<file path="config.mk">
export PLATFORM = sky130hd
export DESIGN_NAME = byte_range_header_parser
export DESIGN_NICKNAME = d
export VERILOG_FILES = /design/src/rtl/brhp_pkg.sv /design/src/rtl/brhp_front.sv /design/src/rtl/brhp_back.sv /design/src/rtl/byte_range_header_parser.sv
export SDC_FILE = /design/constraint.sdc
export NUM_CORES = 2
export LEC_CHECK = 0
export ABC_AREA = 1
export BUFFER_PORTS_ARGS = -buffer_cell sky130_fd_sc_hd__buf_2
export CAP_MARGIN = 20
export CORE_MARGIN = 2
export CORE_UTILIZATION = 52
export CTS_BUF_LIST = sky130_fd_sc_hd__clkbuf_4
export CTS_CLUSTER_SIZE = 40
export DETAILED_ROUTE_END_ITERATION = 8
export PLACE_DENSITY = 0.68
export SETUP_SLACK_MARGIN = 0.3
export SLEW_MARGIN = 10
export SYNTH_ARGS = -nofsm -noshare
export SYNTH_HDL_FRONTEND = slang
export SYNTH_SLANG_ARGS = --single-unit
</file>
<file path="constraint.sdc">
create_clock -name clk_i -period 26.4 [get_ports clk_i]
set_clock_uncertainty 0.2 [all_clocks]
set_input_delay 1.32 -clock clk_i [delete_from_list [all_inputs] [get_ports clk_i]]
set_output_delay 1.32 -clock clk_i [all_outputs]
set_load 0.05 [all_outputs]
</file>
<file path="src/rtl/brhp_pkg.sv">
`timescale 1ns / 1ps
package brhp_pkg;

  typedef enum logic [2:0] {
    PH_LEAD,
    PH_UNIT,
    PH_UNITWS,
    PH_SPEC,
    PH_FIRST,
    PH_DASHED
  } phase_e;

  typedef enum logic [2:0] {
    ST_ABSENT   = 3'd0,
    ST_SINGLE   = 3'd1,
    ST_MULTIPLE = 3'd2,
    ST_UNSAT    = 3'd3,
    ST_MALFORM  = 3'd4
  } status_e;

  typedef enum logic [1:0] {
    CMD_NONE,
    CMD_CLOSE,
    CMD_FINISH
  } cmd_e;

  localparam logic [62:0] VAL_MAX = {63{1'b1}};
  localparam logic [7:0]  CH_EQ    = 8'h3d;
  localparam logic [7:0]  CH_COMMA = 8'h2c;
  localparam logic [7:0]  CH_DASH  = 8'h2d;
  localparam logic [7:0]  CH_SP    = 8'h20;
  localparam logic [7:0]  CH_TAB   = 8'h09;

  // front-to-back queue entry: a finished spec or the end of header
  typedef struct packed {
    cmd_e        cmd;
    logic        has_first;
    logic        has_second;
    logic [63:0] first_val;
    logic [63:0] second_val;
    logic [63:0] total;
    logic        malformed;
    logic        lead;
  } job_t;

  function automatic logic [7:0] unit_letter(input logic [2:0] idx);
    logic [7:0] r;
    begin
      unique case (idx)
        3'd0: r = 8'h62;
        3'd1: r = 8'h79;
        3'd2: r = 8'h74;
        3'd3: r = 8'h65;
        3'd4: r = 8'h73;
        default: r = 8'h00;
      endcase
      return r;
    end
  endfunction

endpackage

</file>
<file path="src/rtl/brhp_front.sv">
`timescale 1ns / 1ps
module brhp_front #(
  parameter int MaxRanges = 16
) (
  input  logic               clk_i,
  input  logic               rst_ni,
  input  logic               valid_i,
  output logic               stall_o,
  input  logic [7:0]         ch_i,
  input  logic               no_char_i,
  input  logic               ends_header_i,
  input  logic [63:0]        total_size_i,
  output logic               job_valid_o,
  input  logic               job_stall_i,
  output brhp_pkg::job_t     job_o
);
  import brhp_pkg::*;

  localparam int CW = $clog2(MaxRanges + 2);

  phase_e        phase_q, phase_d;
  logic [2:0]    unit_q, unit_d;
  logic [62:0]   acc1_q, acc1_d, acc2_q, acc2_d;
  logic          hf_q, hf_d, hs_q, hs_d, ws_q, ws_d;
  logic [CW-1:0] spec_q, spec_d;
  logic          mal_q, mal_d;

  logic          go, emit;
  job_t          job;
  logic [7:0]    c, low;
  logic          is_ws, is_dig;
  logic [3:0]    dval;
  logic [62:0]   acc_sel, acc_new;
  logic [66:0]   prod;
  logic          ovf, dig_to2;

  assign stall_o = job_valid_o & job_stall_i;
  assign go      = valid_i & ~stall_o;

  always_comb begin
    c      = ch_i;
    low    = (c >= 8'h41 && c <= 8'h5a) ? c + 8'd32 : c;
    is_ws  = (c == CH_SP) || (c == CH_TAB);
    is_dig = (c >= 8'h30) && (c <= 8'h39);
    dval   = c[3:0];
    dig_to2 = (phase_q == PH_DASHED);
    acc_sel = dig_to2 ? acc2_q : acc1_q;
    prod    = {4'd0, acc_sel} * 67'd10 + {63'd0, dval};
    ovf     = (prod[66:63] != 4'd0);
    acc_new = prod[62:0];
  end

  always_comb begin
    phase_d = phase_q; unit_d = unit_q; acc1_d = acc1_q; acc2_d = acc2_q;
    hf_d = hf_q; hs_d = hs_q; ws_d = ws_q; spec_d = spec_q; mal_d = mal_q;
    emit = 1'b0;
    job  = '0;
    job.total = total_size_i;
    if (go) begin
      if (!no_char_i && !mal_q) begin
        unique case (phase_q)
          PH_LEAD: begin
            if (!is_ws) begin
              if (c == CH_EQ) mal_d = 1'b1;
              else begin
                phase_d = PH_UNIT;
                if (low == unit_letter(unit_q)) unit_d = unit_q + 3'd1;
                else mal_d = 1'b1;
              end
            end
          end
          PH_UNIT: begin
            if (is_ws) phase_d = PH_UNITWS;
            else if (c == CH_EQ) begin
              if (unit_q == 3'd5) phase_d = PH_SPEC;
              else mal_d = 1'b1;
            end else if (unit_q < 3'd5 && low == unit_letter(unit_q)) unit_d = unit_q + 3'd1;
            else mal_d = 1'b1;
          end
          PH_UNITWS: begin
            if (!is_ws) begin
              if (c == CH_EQ && unit_q == 3'd5) phase_d = PH_SPEC;
              else mal_d = 1'b1;
            end
          end
          PH_SPEC: begin
            if (!(is_ws || c == CH_COMMA)) begin
              if (is_dig || c == CH_DASH) begin
                spec_d = spec_q + CW'(1);
                if (spec_q >= CW'(MaxRanges)) mal_d = 1'b1;
                if (is_dig) begin
                  phase_d = PH_FIRST;
                  hf_d = 1'b1;
                  if (ovf) mal_d = 1'b1;
                  else acc1_d = acc_new;
                end else phase_d = PH_DASHED;
              end else mal_d = 1'b1;
            end
          end
          PH_FIRST: begin
            if (is_dig) begin
              if (ws_q || ovf) mal_d = 1'b1;
              else acc1_d = acc_new;
            end else if (is_ws) ws_d = 1'b1;
            else if (c == CH_DASH) begin
              ws_d = 1'b0; phase_d = PH_DASHED;
            end else mal_d = 1'b1;
          end
          PH_DASHED: begin
            if (is_ws) begin
              if (hs_q) ws_d = 1'b1;
            end else if (is_dig) begin
              if (ws_q) mal_d = 1'b1;
              else if (ovf) begin
                mal_d = 1'b1; hs_d = 1'b1;
              end else begin
                hs_d = 1'b1; acc2_d = acc_new;
              end
            end else if (c == CH_COMMA) begin
              emit = 1'b1;
              job.cmd = CMD_CLOSE;
              job.has_first = hf_q; job.has_second = hs_q;
              job.first_val = {1'b0, acc1_q}; job.second_val = {1'b0, acc2_q};
              hf_d = 1'b0; hs_d = 1'b0; ws_d = 1'b0;
              acc1_d = '0; acc2_d = '0; phase_d = PH_SPEC;
            end else mal_d = 1'b1;
          end
          default: mal_d = 1'b1;
        endcase
      end
      if (ends_header_i) begin
        // finish beat also closes a spec ended by its own comma or still open
        job.cmd = CMD_FINISH;
        if (!emit) begin
          job.has_first  = (phase_d == PH_DASHED) && hf_d;
          job.has_second = (phase_d == PH_DASHED) && hs_d;
          job.first_val  = {1'b0, acc1_d};
          job.second_val = {1'b0, acc2_d};
        end
        job.second_val[63] = emit || (phase_d == PH_DASHED);
        job.malformed = mal_d || (phase_d == PH_UNIT) || (phase_d == PH_UNITWS)
                        || (phase_d == PH_FIRST);
        job.lead = (phase_d == PH_LEAD);
        emit = 1'b1;
        phase_d = PH_LEAD; unit_d = '0; acc1_d = '0; acc2_d = '0;
        hf_d = 1'b0; hs_d = 1'b0; ws_d = 1'b0; spec_d = '0; mal_d = 1'b0;
      end
    end
  end

  always_ff @(posedge clk_i or negedge rst_ni) begin
    if (!rst_ni) begin
      phase_q <= PH_LEAD; unit_q <= '0; acc1_q <= '0; acc2_q <= '0;
      hf_q <= 1'b0; hs_q <= 1'b0; ws_q <= 1'b0; spec_q <= '0; mal_q <= 1'b0;
      job_valid_o <= 1'b0;
    end else begin
      phase_q <= phase_d; unit_q <= unit_d; acc1_q <= acc1_d; acc2_q <= acc2_d;
      hf_q <= hf_d; hs_q <= hs_d; ws_q <= ws_d; spec_q <= spec_d; mal_q <= mal_d;
      if (!stall_o) job_valid_o <= emit;
    end
  end

  always_ff @(posedge clk_i) begin
    if (!stall_o && emit) job_o <= job;
  end

  a_unit_bound: assert property (@(posedge clk_i) disable iff (!rst_ni) unit_q <= 3'd5)
    else $error("unit progress out of range");
  a_spec_bound: assert property (@(posedge clk_i) disable iff (!rst_ni)
    spec_q <= CW'(MaxRanges + 1)) else $error("spec count out of range");
  a_hold: assert property (@(posedge clk_i) disable iff (!rst_ni)
    stall_o |=> $stable(job_o)) else $error("queued job changed");
endmodule

</file>
<file path="src/rtl/brhp_back.sv">
`timescale 1ns / 1ps
module brhp_back #(
  parameter int MaxRanges = 16
) (
  input  logic           clk_i,
  input  logic           rst_ni,
  input  logic           job_valid_i,
  output logic           job_stall_o,
  input  brhp_pkg::job_t job_i,
  output logic           valid_o,
  input  logic           stall_i,
  output logic           is_status_o,
  output logic [62:0]    range_first_o,
  output logic [62:0]    range_last_o,
  output logic [2:0]     status_o,
  output logic           last_of_run_o
);
  import brhp_pkg::*;

  localparam int IW = $clog2(MaxRanges + 1);
  localparam int AW = (MaxRanges > 1) ? $clog2(MaxRanges) : 1;

  logic [62:0]   start_mem [MaxRanges];
  logic [62:0]   end_mem [MaxRanges];
  logic [IW-1:0] stored_q, rd_q;
  logic          unsat_q, busy_q, mal_q;
  status_e       st_q;

  logic          take, out_free;
  logic          hf, hs, tneg, is_close;
  logic [62:0]   tv, s, f, first_c, last_c;
  logic          unsat, bad, store;
  status_e       st_c;
  logic          fin_mal;

  assign out_free    = ~valid_o | ~stall_i;
  assign job_stall_o = busy_q | ~out_free;
  assign take        = job_valid_i & ~job_stall_o;

  always_comb begin
    tneg = job_i.total[63];
    tv   = job_i.total[62:0];
    hf   = job_i.has_first;
    hs   = job_i.has_second;
    s    = job_i.second_val[62:0];
    f    = job_i.first_val[62:0];
    is_close = (job_i.cmd == CMD_CLOSE) ||
               (job_i.cmd == CMD_FINISH && job_i.second_val[63] && !job_i.malformed);
    unsat = 1'b0; bad = 1'b0; first_c = f; last_c = '0;
    if (!hf) begin
      if (!hs) bad = 1'b1;
      else if (s == '0) unsat = 1'b1;
      else if (tneg) bad = 1'b1;
      else if (tv == '0) unsat = 1'b1;
      else begin
        first_c = (s >= tv) ? '0 : tv - s;
        last_c  = tv - 63'd1;
      end
    end else if (!hs) begin
      if (tneg) last_c = VAL_MAX;
      else if (f >= tv) unsat = 1'b1;
      else last_c = tv - 63'd1;
    end else begin
      if (s < f) bad = 1'b1;
      else if (!tneg && f >= tv) unsat = 1'b1;
      else last_c = (!tneg && s > tv - 63'd1) ? tv - 63'd1 : s;
    end
    store = is_close && !unsat && !bad && (stored_q < IW'(MaxRanges));
    fin_mal = job_i.malformed || (is_close && bad);
    if (fin_mal) st_c = ST_MALFORM;
    else if (job_i.lead) st_c = ST_ABSENT;
    else if (stored_q == '0 && !store)
      st_c = (unsat_q || (is_close && unsat)) ? ST_UNSAT : ST_MALFORM;
    else if ((stored_q + IW'(store)) == IW'(1)) st_c = ST_SINGLE;
    else st_c = ST_MULTIPLE;
  end

  always_ff @(posedge clk_i) begin
    if (take && store) begin
      start_mem[stored_q[AW-1:0]] <= first_c;
      end_mem[stored_q[AW-1:0]]   <= last_c;
    end
  end

  always_ff @(posedge clk_i or negedge rst_ni) begin
    if (!rst_ni) begin
      stored_q <= '0; unsat_q <= 1'b0; busy_q <= 1'b0; mal_q <= 1'b0;
      rd_q <= '0; st_q <= ST_ABSENT; valid_o <= 1'b0;
    end else begin
      if (take) begin
        valid_o <= 1'b0;
        if (store) stored_q <= stored_q + IW'(1);
        if (is_close && unsat) unsat_q <= 1'b1;
        if (job_i.cmd == CMD_CLOSE && bad) mal_q <= 1'b1;
        if (job_i.cmd == CMD_FINISH) begin
          busy_q <= 1'b1; rd_q <= '0;
          st_q <= mal_q ? ST_MALFORM : st_c;
        end
      end else if (busy_q && out_free) begin
        valid_o <= 1'b1;
        if ((st_q == ST_SINGLE || st_q == ST_MULTIPLE) && rd_q < stored_q) begin
          rd_q <= rd_q + IW'(1);
        end else begin
          busy_q <= 1'b0; stored_q <= '0; unsat_q <= 1'b0; mal_q <= 1'b0;
          rd_q <= '0;
        end
      end else if (out_free) begin
        valid_o <= 1'b0;
      end
    end
  end

  always_ff @(posedge clk_i) begin
    if (!take && busy_q && out_free) begin
      if ((st_q == ST_SINGLE || st_q == ST_MULTIPLE) && rd_q < stored_q) begin
        is_status_o   <= 1'b0;
        range_first_o <= start_mem[rd_q[AW-1:0]];
        range_last_o  <= end_mem[rd_q[AW-1:0]];
        status_o      <= 3'd0;
        last_of_run_o <= 1'b0;
      end else begin
        is_status_o   <= 1'b1;
        range_first_o <= '0;
        range_last_o  <= '0;
        status_o      <= st_q;
        last_of_run_o <= 1'b1;
      end
    end
  end

  a_no_take_busy: assert property (@(posedge clk_i) disable iff (!rst_ni)
    busy_q |-> !take) else $error("job taken while draining");
  a_stored_bound: assert property (@(posedge clk_i) disable iff (!rst_ni)
    stored_q <= IW'(MaxRanges)) else $error("stored count out of range");
  a_rd_bound: assert property (@(posedge clk_i) disable iff (!rst_ni)
    rd_q <= stored_q) else $error("read pointer past stored count");
endmodule

</file>
<file path="src/rtl/byte_range_header_parser.sv">
`timescale 1ns / 1ps
// Parses an HTTP "bytes" Range header value one character per beat. The front
// part takes one character a cycle unless stalled; each finished spec and the
// header end pass through a one-entry queue to the back part, which clamps
// specs against total_size_i and stores up to MAX_RANGES ranges. After the
// closing beat is taken, the back part registers busy and then emits one beat
// per stored range (only for a single or multiple status) and then a status
// beat, one per cycle while the output does not stall. The input stalls while
// a queued job waits for the back part, which stays busy until its status beat
// is out.
module byte_range_header_parser #(
  parameter int MAX_RANGES = 16
) (
  input  logic        clk_i,
  input  logic        rst_ni,
  input  logic        valid_i,
  output logic        stall_o,
  input  logic [7:0]  ch_i,
  input  logic        no_char_i,
  input  logic        ends_header_i,
  input  logic [63:0] total_size_i,
  output logic        valid_o,
  input  logic        stall_i,
  output logic        is_status_o,
  output logic [62:0] range_first_o,
  output logic [62:0] range_last_o,
  output logic [2:0]  status_o,
  output logic        last_of_run_o
);
  import brhp_pkg::*;

  logic jv, js;
  job_t job;

  brhp_front #(.MaxRanges(MAX_RANGES)) u_front (
    .clk_i, .rst_ni, .valid_i, .stall_o, .ch_i, .no_char_i, .ends_header_i,
    .total_size_i, .job_valid_o(jv), .job_stall_i(js), .job_o(job)
  );

  brhp_back #(.MaxRanges(MAX_RANGES)) u_back (
    .clk_i, .rst_ni, .job_valid_i(jv), .job_stall_o(js), .job_i(job),
    .valid_o, .stall_i, .is_status_o, .range_first_o, .range_last_o,
    .status_o, .last_of_run_o
  );
endmodule
</file>
; Yosys cells after proc, flatten, opt, wreduce, memory -nomap -nowiden
; Memories as Yosys holds them, arrays and structs flattened. A register that Yosys moved wholly into a read port is not among the register bits.
; Cells that the tools add are included.
[word_totals]
ff_bits = 360
mem_bits_rw = 2016
mem_count = 2
[memory_table]
columns = name, words, word_bits, rd, rd_clocked_by_memory_dff, wr, line_no
row1 = u_back.end_mem, 16, 63, 1, 1, 1, brhp_back.sv:24  ; logic [62:0] end_mem [MaxRanges];
row2 = u_back.start_mem, 16, 63, 1, 1, 1, brhp_back.sv:23  ; logic [62:0] start_mem [MaxRanges];
[op_classes]
add_sub_neg = 9
n_mul = 1
n_lt_le_gt_ge = 12
eq_ne = 43
muxes = 196
bitwise_logic = 13
reduce_logical = 72
[ops]
columns = op, n
row1 = $mux W63, 37
row2 = $mux W132, 5
row3 = $pmux W63 S3, 1
row4 = $mux W131, 1
row5 = $mux W130, 1
row6 = $ge A63 B63 Y1, 2
row7 = $logic_not A63 Y1, 2
row8 = $mux W3, 31
row9 = $mux W1, 91
row10 = $mux W8, 9
row11 = $add A67 B4 Y67, 1
row12 = $mul A63 B3 Y66 const B, 1
row13 = $mux W5, 13
row14 = $gt A63 B63 Y1, 1
row15 = $lt A63 B63 Y1, 1
row16 = $sub A63 B1 Y63 const B, 1
row17 = $sub A63 B63 Y63, 1
row18 = $pmux W7 S5, 1
row19 = $eq A8 B6 Y1 const B, 4
row20 = $logic_and A1 B1 Y1, 24
row21 = $eq A3 B2 Y1 const B, 6
row22 = $eq A3 B3 Y1 const B, 6
row23 = $pmux W3 S6, 1
row24 = $eq A8 B8 Y1, 2
row25 = other kinds (43), 103

; Longest topological paths before layout
[depth]
ltp_word = 19
ltp_mapped = 43
mapped_depth_nobuf = 41

; By module
; A second synthesis with hierarchy kept.
[hier_totals]
hier_cells = 12964
area_unflattened_um2 = 125436.6
[by_module_without_submodules]
columns = mod, instances, cells_each, area_per_inst_um2
row1 = brhp_back, 1, 8505, 96861.6
row2 = brhp_front, 1, 4459, 28574.9

; Worst setup path before layout
; OpenSTA, ideal clock, no wires.
[synth_path]
kind = register to register
from = register u_front.job_o[20] (netlist name)
to = memory u_back.end_mem[15][0], enable pin
arrival_ps = 7731
path_slack_ps = 17856
stages_incl_launch_ff = 20
cell_sequence = edfxtp_1 inv_1 ha_1 a21oi_1 o21ai_0 nand3_1 nand2_1 nand2_1 nand2_1 a2111oi_0 nand2_1 nand4_1 nand2_1 nand2_1 inv_1 a31oi_1 nand2_1 nor2_1 nand2_1 nor2_1
[synth_between]
elab_chain_len = 13
[synth_rtl]
columns = item, line_no
row1 = from (decl), brhp_front.sv:15  ; output brhp_pkg::job_t job_o
row2 = from (signal assigned), brhp_front.sv:164  ; if (!stall_o && emit) job_o <= job;
row3 = $ge A63 B63 Y1 / $logic_not A63 Y1 (equally long branches), "brhp_back.sv:61, brhp_back.sv:65, brhp_back.sv:54"
row4 = $logic_and A1 B1 Y1 / $mux W1 (equally long branches), "brhp_back.sv:65, brhp_back.sv:54"
row5 = $mux W1 (on tied branches), "brhp_back.sv:65, brhp_back.sv:53"
row6 = $mux W1 (on tied branches), "brhp_back.sv:64, brhp_back.sv:52"
row7 = $mux W1 (on tied branches), "brhp_back.sv:59, brhp_back.sv:51"
row8 = $mux W1 *, brhp_back.sv:50  ; if (!hf) begin
row9 = $logic_not A1 Y1 *, brhp_back.sv:68  ; store = is_close && !unsat && !bad && (stored_q < IW'(MaxRanges));
row10 = $logic_and A1 B1 Y1 * (3 in series), brhp_back.sv:68
row11 = $logic_and A1 B1 Y1 *, brhp_back.sv:79  ; if (take && store) begin
row12 = $mux W1 *, brhp_back.sv:79
row13 = $mux W1 (not written as such) *, brhp_back.sv:81  ; end_mem[stored_q[AW-1:0]] <= last_c;
row14 = to (decl), brhp_back.sv:24
; Every way passes the cells marked *; elsewhere a longest branch is shown, timed or not.

; Final worst setup path
[layout_path]
from = register u_front.phase_q[0]
to = register u_front.job_o[186] (netlist name), data pin
[layout_between]
elab_chain_len = 13
[layout_rtl]
columns = item, line_no
row1 = from (decl), brhp_front.sv:21  ; phase_e phase_q, phase_d;
row2 = from (signal assigned), brhp_front.sv:153  ; phase_q <= PH_LEAD; unit_q <= '0; acc1_q <= '0; acc2_q <= '0;
row3 = from (signal assigned), brhp_front.sv:157  ; phase_q <= phase_d; unit_q <= unit_d; acc1_q <= acc1_d; acc2_q <= acc2_d;
row4 = $eq A3 B3 Y1, "brhp_front.sv:46, brhp_front.sv:61"
row5 = $mux W63, brhp_front.sv:47  ; acc_sel = dig_to2 ? acc2_q : acc1_q;
row6 = $mul A63 B3 Y66, brhp_front.sv:48  ; prod = {4'd0, acc_sel} * 67'd10 + {63'd0, dval};
row7 = $add A67 B4 Y67, brhp_front.sv:48
row8 = $reduce_bool A4 Y1, brhp_front.sv:49  ; ovf = (prod[66:63] != 4'd0);
row9 = $mux W63, brhp_front.sv:94  ; if (ovf) mal_d = 1'b1;
row10 = $mux W63, brhp_front.sv:91  ; if (is_dig) begin
row11 = $mux W63, brhp_front.sv:88  ; if (is_dig || c == CH_DASH) begin
row12 = $mux W63, brhp_front.sv:87  ; if (!(is_ws || c == CH_COMMA)) begin
row13 = $pmux W63 S3, brhp_front.sv:61  ; unique case (phase_q)
row14 = $mux W63, brhp_front.sv:60  ; if (!no_char_i && !mal_q) begin
row15 = $mux W130, brhp_front.sv:134  ; if (!emit) begin
row16 = $mux W132 *, brhp_front.sv:131  ; if (ends_header_i) begin
; Every way passes the cells marked *; elsewhere a longest branch is shown, timed or not. The select of a mux whose other input is x is not followed.
; A chain may end at the register's enable or synchronous reset.

==> results_dict.tcl <==
set metrics [dict create \
    final_util_pct 57.7 \
    place_congestion 1.02 \
    hp-class "input pin to async pin" \
    cp_slowest_cell "clkinv_1" \
    htreeDepth 6 \
    worstSetupPathType "flip-flop to flip-flop" \
    track_usage_pct 34.9 \
    fmax_mhz 105 \
    wl_per_cell_um 26.0 \
    grt_pass1_vias 97200 \
    path_common_cell "nand2_1" \
    numCtsBuffers 645 \
    clk_path_buf_depth 4 \
    status "complete, no violations" \
    yosysMostFrequentCell "edfxtp_1" \
    vias_per_cell 6.13 \
    power_density_mw_per_mm2 67.1 \
    synth_cell_types 61 \
    peakVddDrop_mv 0.0528 \
    crit_path_start "u_front.phase_q[0]" \
    grt.met3_usage_pct 6.63 \
    synth_compound_area_share_pct 13.3 \
    grt_use_met1_pct 47.6 \
    routed_wl_um 434000 \
    cp_slowest_stage_delay_ns 0.84 \
    crit_arrival_ns 10.49 \
    synth-simple-area-share_pct 16.2 \
    netlist.area_leader.share_pct 56.9 \
    synth_xor_area_share_pct 1.56 \
    synthMuxAreaShare_pct 0.00809 \
    ys_ff_latch 2502 \
    fin_nets 13500 \
    grt_setup_unrepaired "no" \
    drv_cap 0 \
    critPathMaxFanout 62 \
    path_clk_slew_ns 0.06 \
    slew_violations 0 \
    reg2reg_from "u_front.phase_q[0]" \
    syn_nets 13000 \
    io_buffers 210 \
    finalHoldViolCount 0 \
    setup-violations-final 0 \
    netlist_instances 12600 \
    synth_fa_ha_area_share_pct 3.59 \
    netlist_area_sq_mm 0.124 \
    synth_top_area_cell "edfxtp_1" \
    yosys-top-cells-count "edfxtp_1, nand2_1, nor2_1" \
    dp_hpwl_um 272000 \
    post_cts_buffers 0 \
    num_vias 102000 \
    clk_latency_ns 1.46 \
    start_kind "flip-flop" \
    dieArea_sq_mm 0.242 \
    drc 0 \
    fp.dieW_um 492 \
    tns_ns 0 \
    clock-sinks 2502 \
    synth_area_leaders "edfxtp_1, nand2_1, o21ai_0" \
    critPathCaptureType "flip-flop" \
    core_area_sq_mm 0.237 \
    synth-async-reset-ratio_pct 6.35 \
    worst_pin_slew_ns 1.24 \
    ys_warn_count 0 \
    grt_first_pass_wirelength_um 630000 \
    die_height_um 492 \
    min_period_ns 9.52 \
    cts_tree "done" \
    drt_iter0_markers 13400 \
    rows 179 \
    clockRootBuffer "clkbuf_4" \
    ys.flop_type "edfxtp_1" \
    drive_gt1_share_pct 11.6 \
    p_leak_nw 51.6 \
    antenna_found_initial 9 \
    holdWs_ns 0.274 \
    relSlewSlack_pct 16.3 \
    avgSynthCellArea_sq_um 9.81 \
    grt_max_degree 229 \
    antenna_left 0 \
    firstDrtPassIters 9 \
    syn2layout_area_growth_pct 10.7 \
    io_pins 211 \
    cp.required_ns 27.38 \
    synth-edff-count 2343 \
    rr_worst_depth 37 \
    yosysSeqAreaShare_pct 60.1 \
    synth_top_family_by_area "simple AND/OR/NAND/NOR gates" \
    fin_crit_sh_pct 36.0 \
    floorplan.initialDensity_pct 52.2 \
    grt_overflow 0 \
    finalPower_mw 9.18 \
    top_usage_layer "met2" \
    use_met2_pct 54.4 \
]
-- power by group --
group	internal, mW	switching (mW)	total [mW]	leakage, nW
Sequential	4.51	0.0917	4.60	23.7
Combinational	0.319	1.05	1.37	23.4
Clock	1.63	1.58	3.21	4.57
-- logic make-up (layout without fill, tap and decap cells) --
| logic type | after synthesis | in the layout |
|---|---|---|
| compound gates | 2910 | 2910 |
| xor+xnor | 219 | 219 |
| fa+ha+maj | 353 | 353 |
| buf+inv | 1712 | 2627 |
| flops | 2502 | 2502 |
| mux | 1 | 1 |
| other cells | 0 | 12 |
| simple gates | 4913 | 4913 |
-- placed cells by master (no fill, tap or decap), types with 17 or more instances in the layout --
cell and count:
o21ai_0 1533, inv_1 1001, a21oi_1 382, o22ai_1 363, a31oi_1 152, o211ai_1 65, edfxtp_1 2343, buf_4 210
nand3_1 605, ha_1 350, clkinv_1 121, nor2_2 20, nand2_1 2334, nor3_1 76, nor4_1 48, nor2_4 31
clkbuf_4 905, o21a_1 17, nand4_1 139, xor2_1 159, o221ai_1 201, dlygate4sd3_1 68, nor2_1 1598, buf_2 211
xnor2_1 59, inv_2 45, o21ai_2 17, dfrtp_1 156, o21ai_1 112
-- registers in the layout, indices dropped and copies added, names as in the netlist, 5 cells and up --
name,count
u_back.end_mem,1008
u_back.range_first_o,63
u_back.range_last_o,63
u_back.rd_q,5
u_back.start_mem,1008
u_back.stored_q,5
u_front.acc1_q,63
u_front.acc2_q,63
u_front.job_o,197
u_front.spec_q,5
-- final cells by class --
type                       count  area [sq um]
sequential                  2502         74300
tap                         3167          3960
multi-input combinational   8396         43200
antenna                       12          30.0
timing repair buffer         517          3770
clock buffer                 901          6760
fill                       20200        100000
clock inverter               167           888
inverter                    1042          3950
-- metal layers --
| metal | wire length [um] | up-vias |
|---|---|---|
| li1 | - | 45700 |
| met1 | 168000 | 49300 |
| met2 | 198000 | 6348 |
| met3 | 46700 | 1044 |
| met4 | 20400 | 6 |
| met5 | 41 | - |
-- stage by stage --
step	worst slack (ns)	std cells	cell area, sq um
5_1_grt	16.42	16700	137000
3_3_place_gp	17.26	15500	128000
4_1_cts	17.06	16700	137000
3_5_place_dp	17.15	15500	128000
6_report	16.88	16700	137000
2_1_floorplan	17.86	12600	124000
-- final timing paths --
| check | slack (ns) | to |
|---|---|---|
| hold reg to reg | 0.32 | u_back.valid_o |
| min in group clk_i | 0.32 | u_back.valid_o |
| hold / removal | 0.27 | u_front.phase_q[0] |
| max in group asynchronous | 23.50 | u_front.acc1_q[53] |
| setup / recovery | 16.88 | u_front.job_o[186] |
| setup reg to reg | 16.88 | u_front.job_o[186] |
-- timing repair --
| action | 4_1_cts | 5_1_grt |
|---|---|---|
| hold buffers | 68 | 0 |
| resized for setup | 0 | 0 |
| endpoints found under the hold margin | 130 | 0 |
-- critical path, delay by kind of cell (launching register included) --
family / cells / cell delay [ns]
compound gates: 2 / 0.89
fa+ha+maj: 3 / 1.10
buf+inv: 5 / 2.60
flops: 1 / 0.51
simple gates: 27 / 3.83
(Power assumes the default switching activity.)
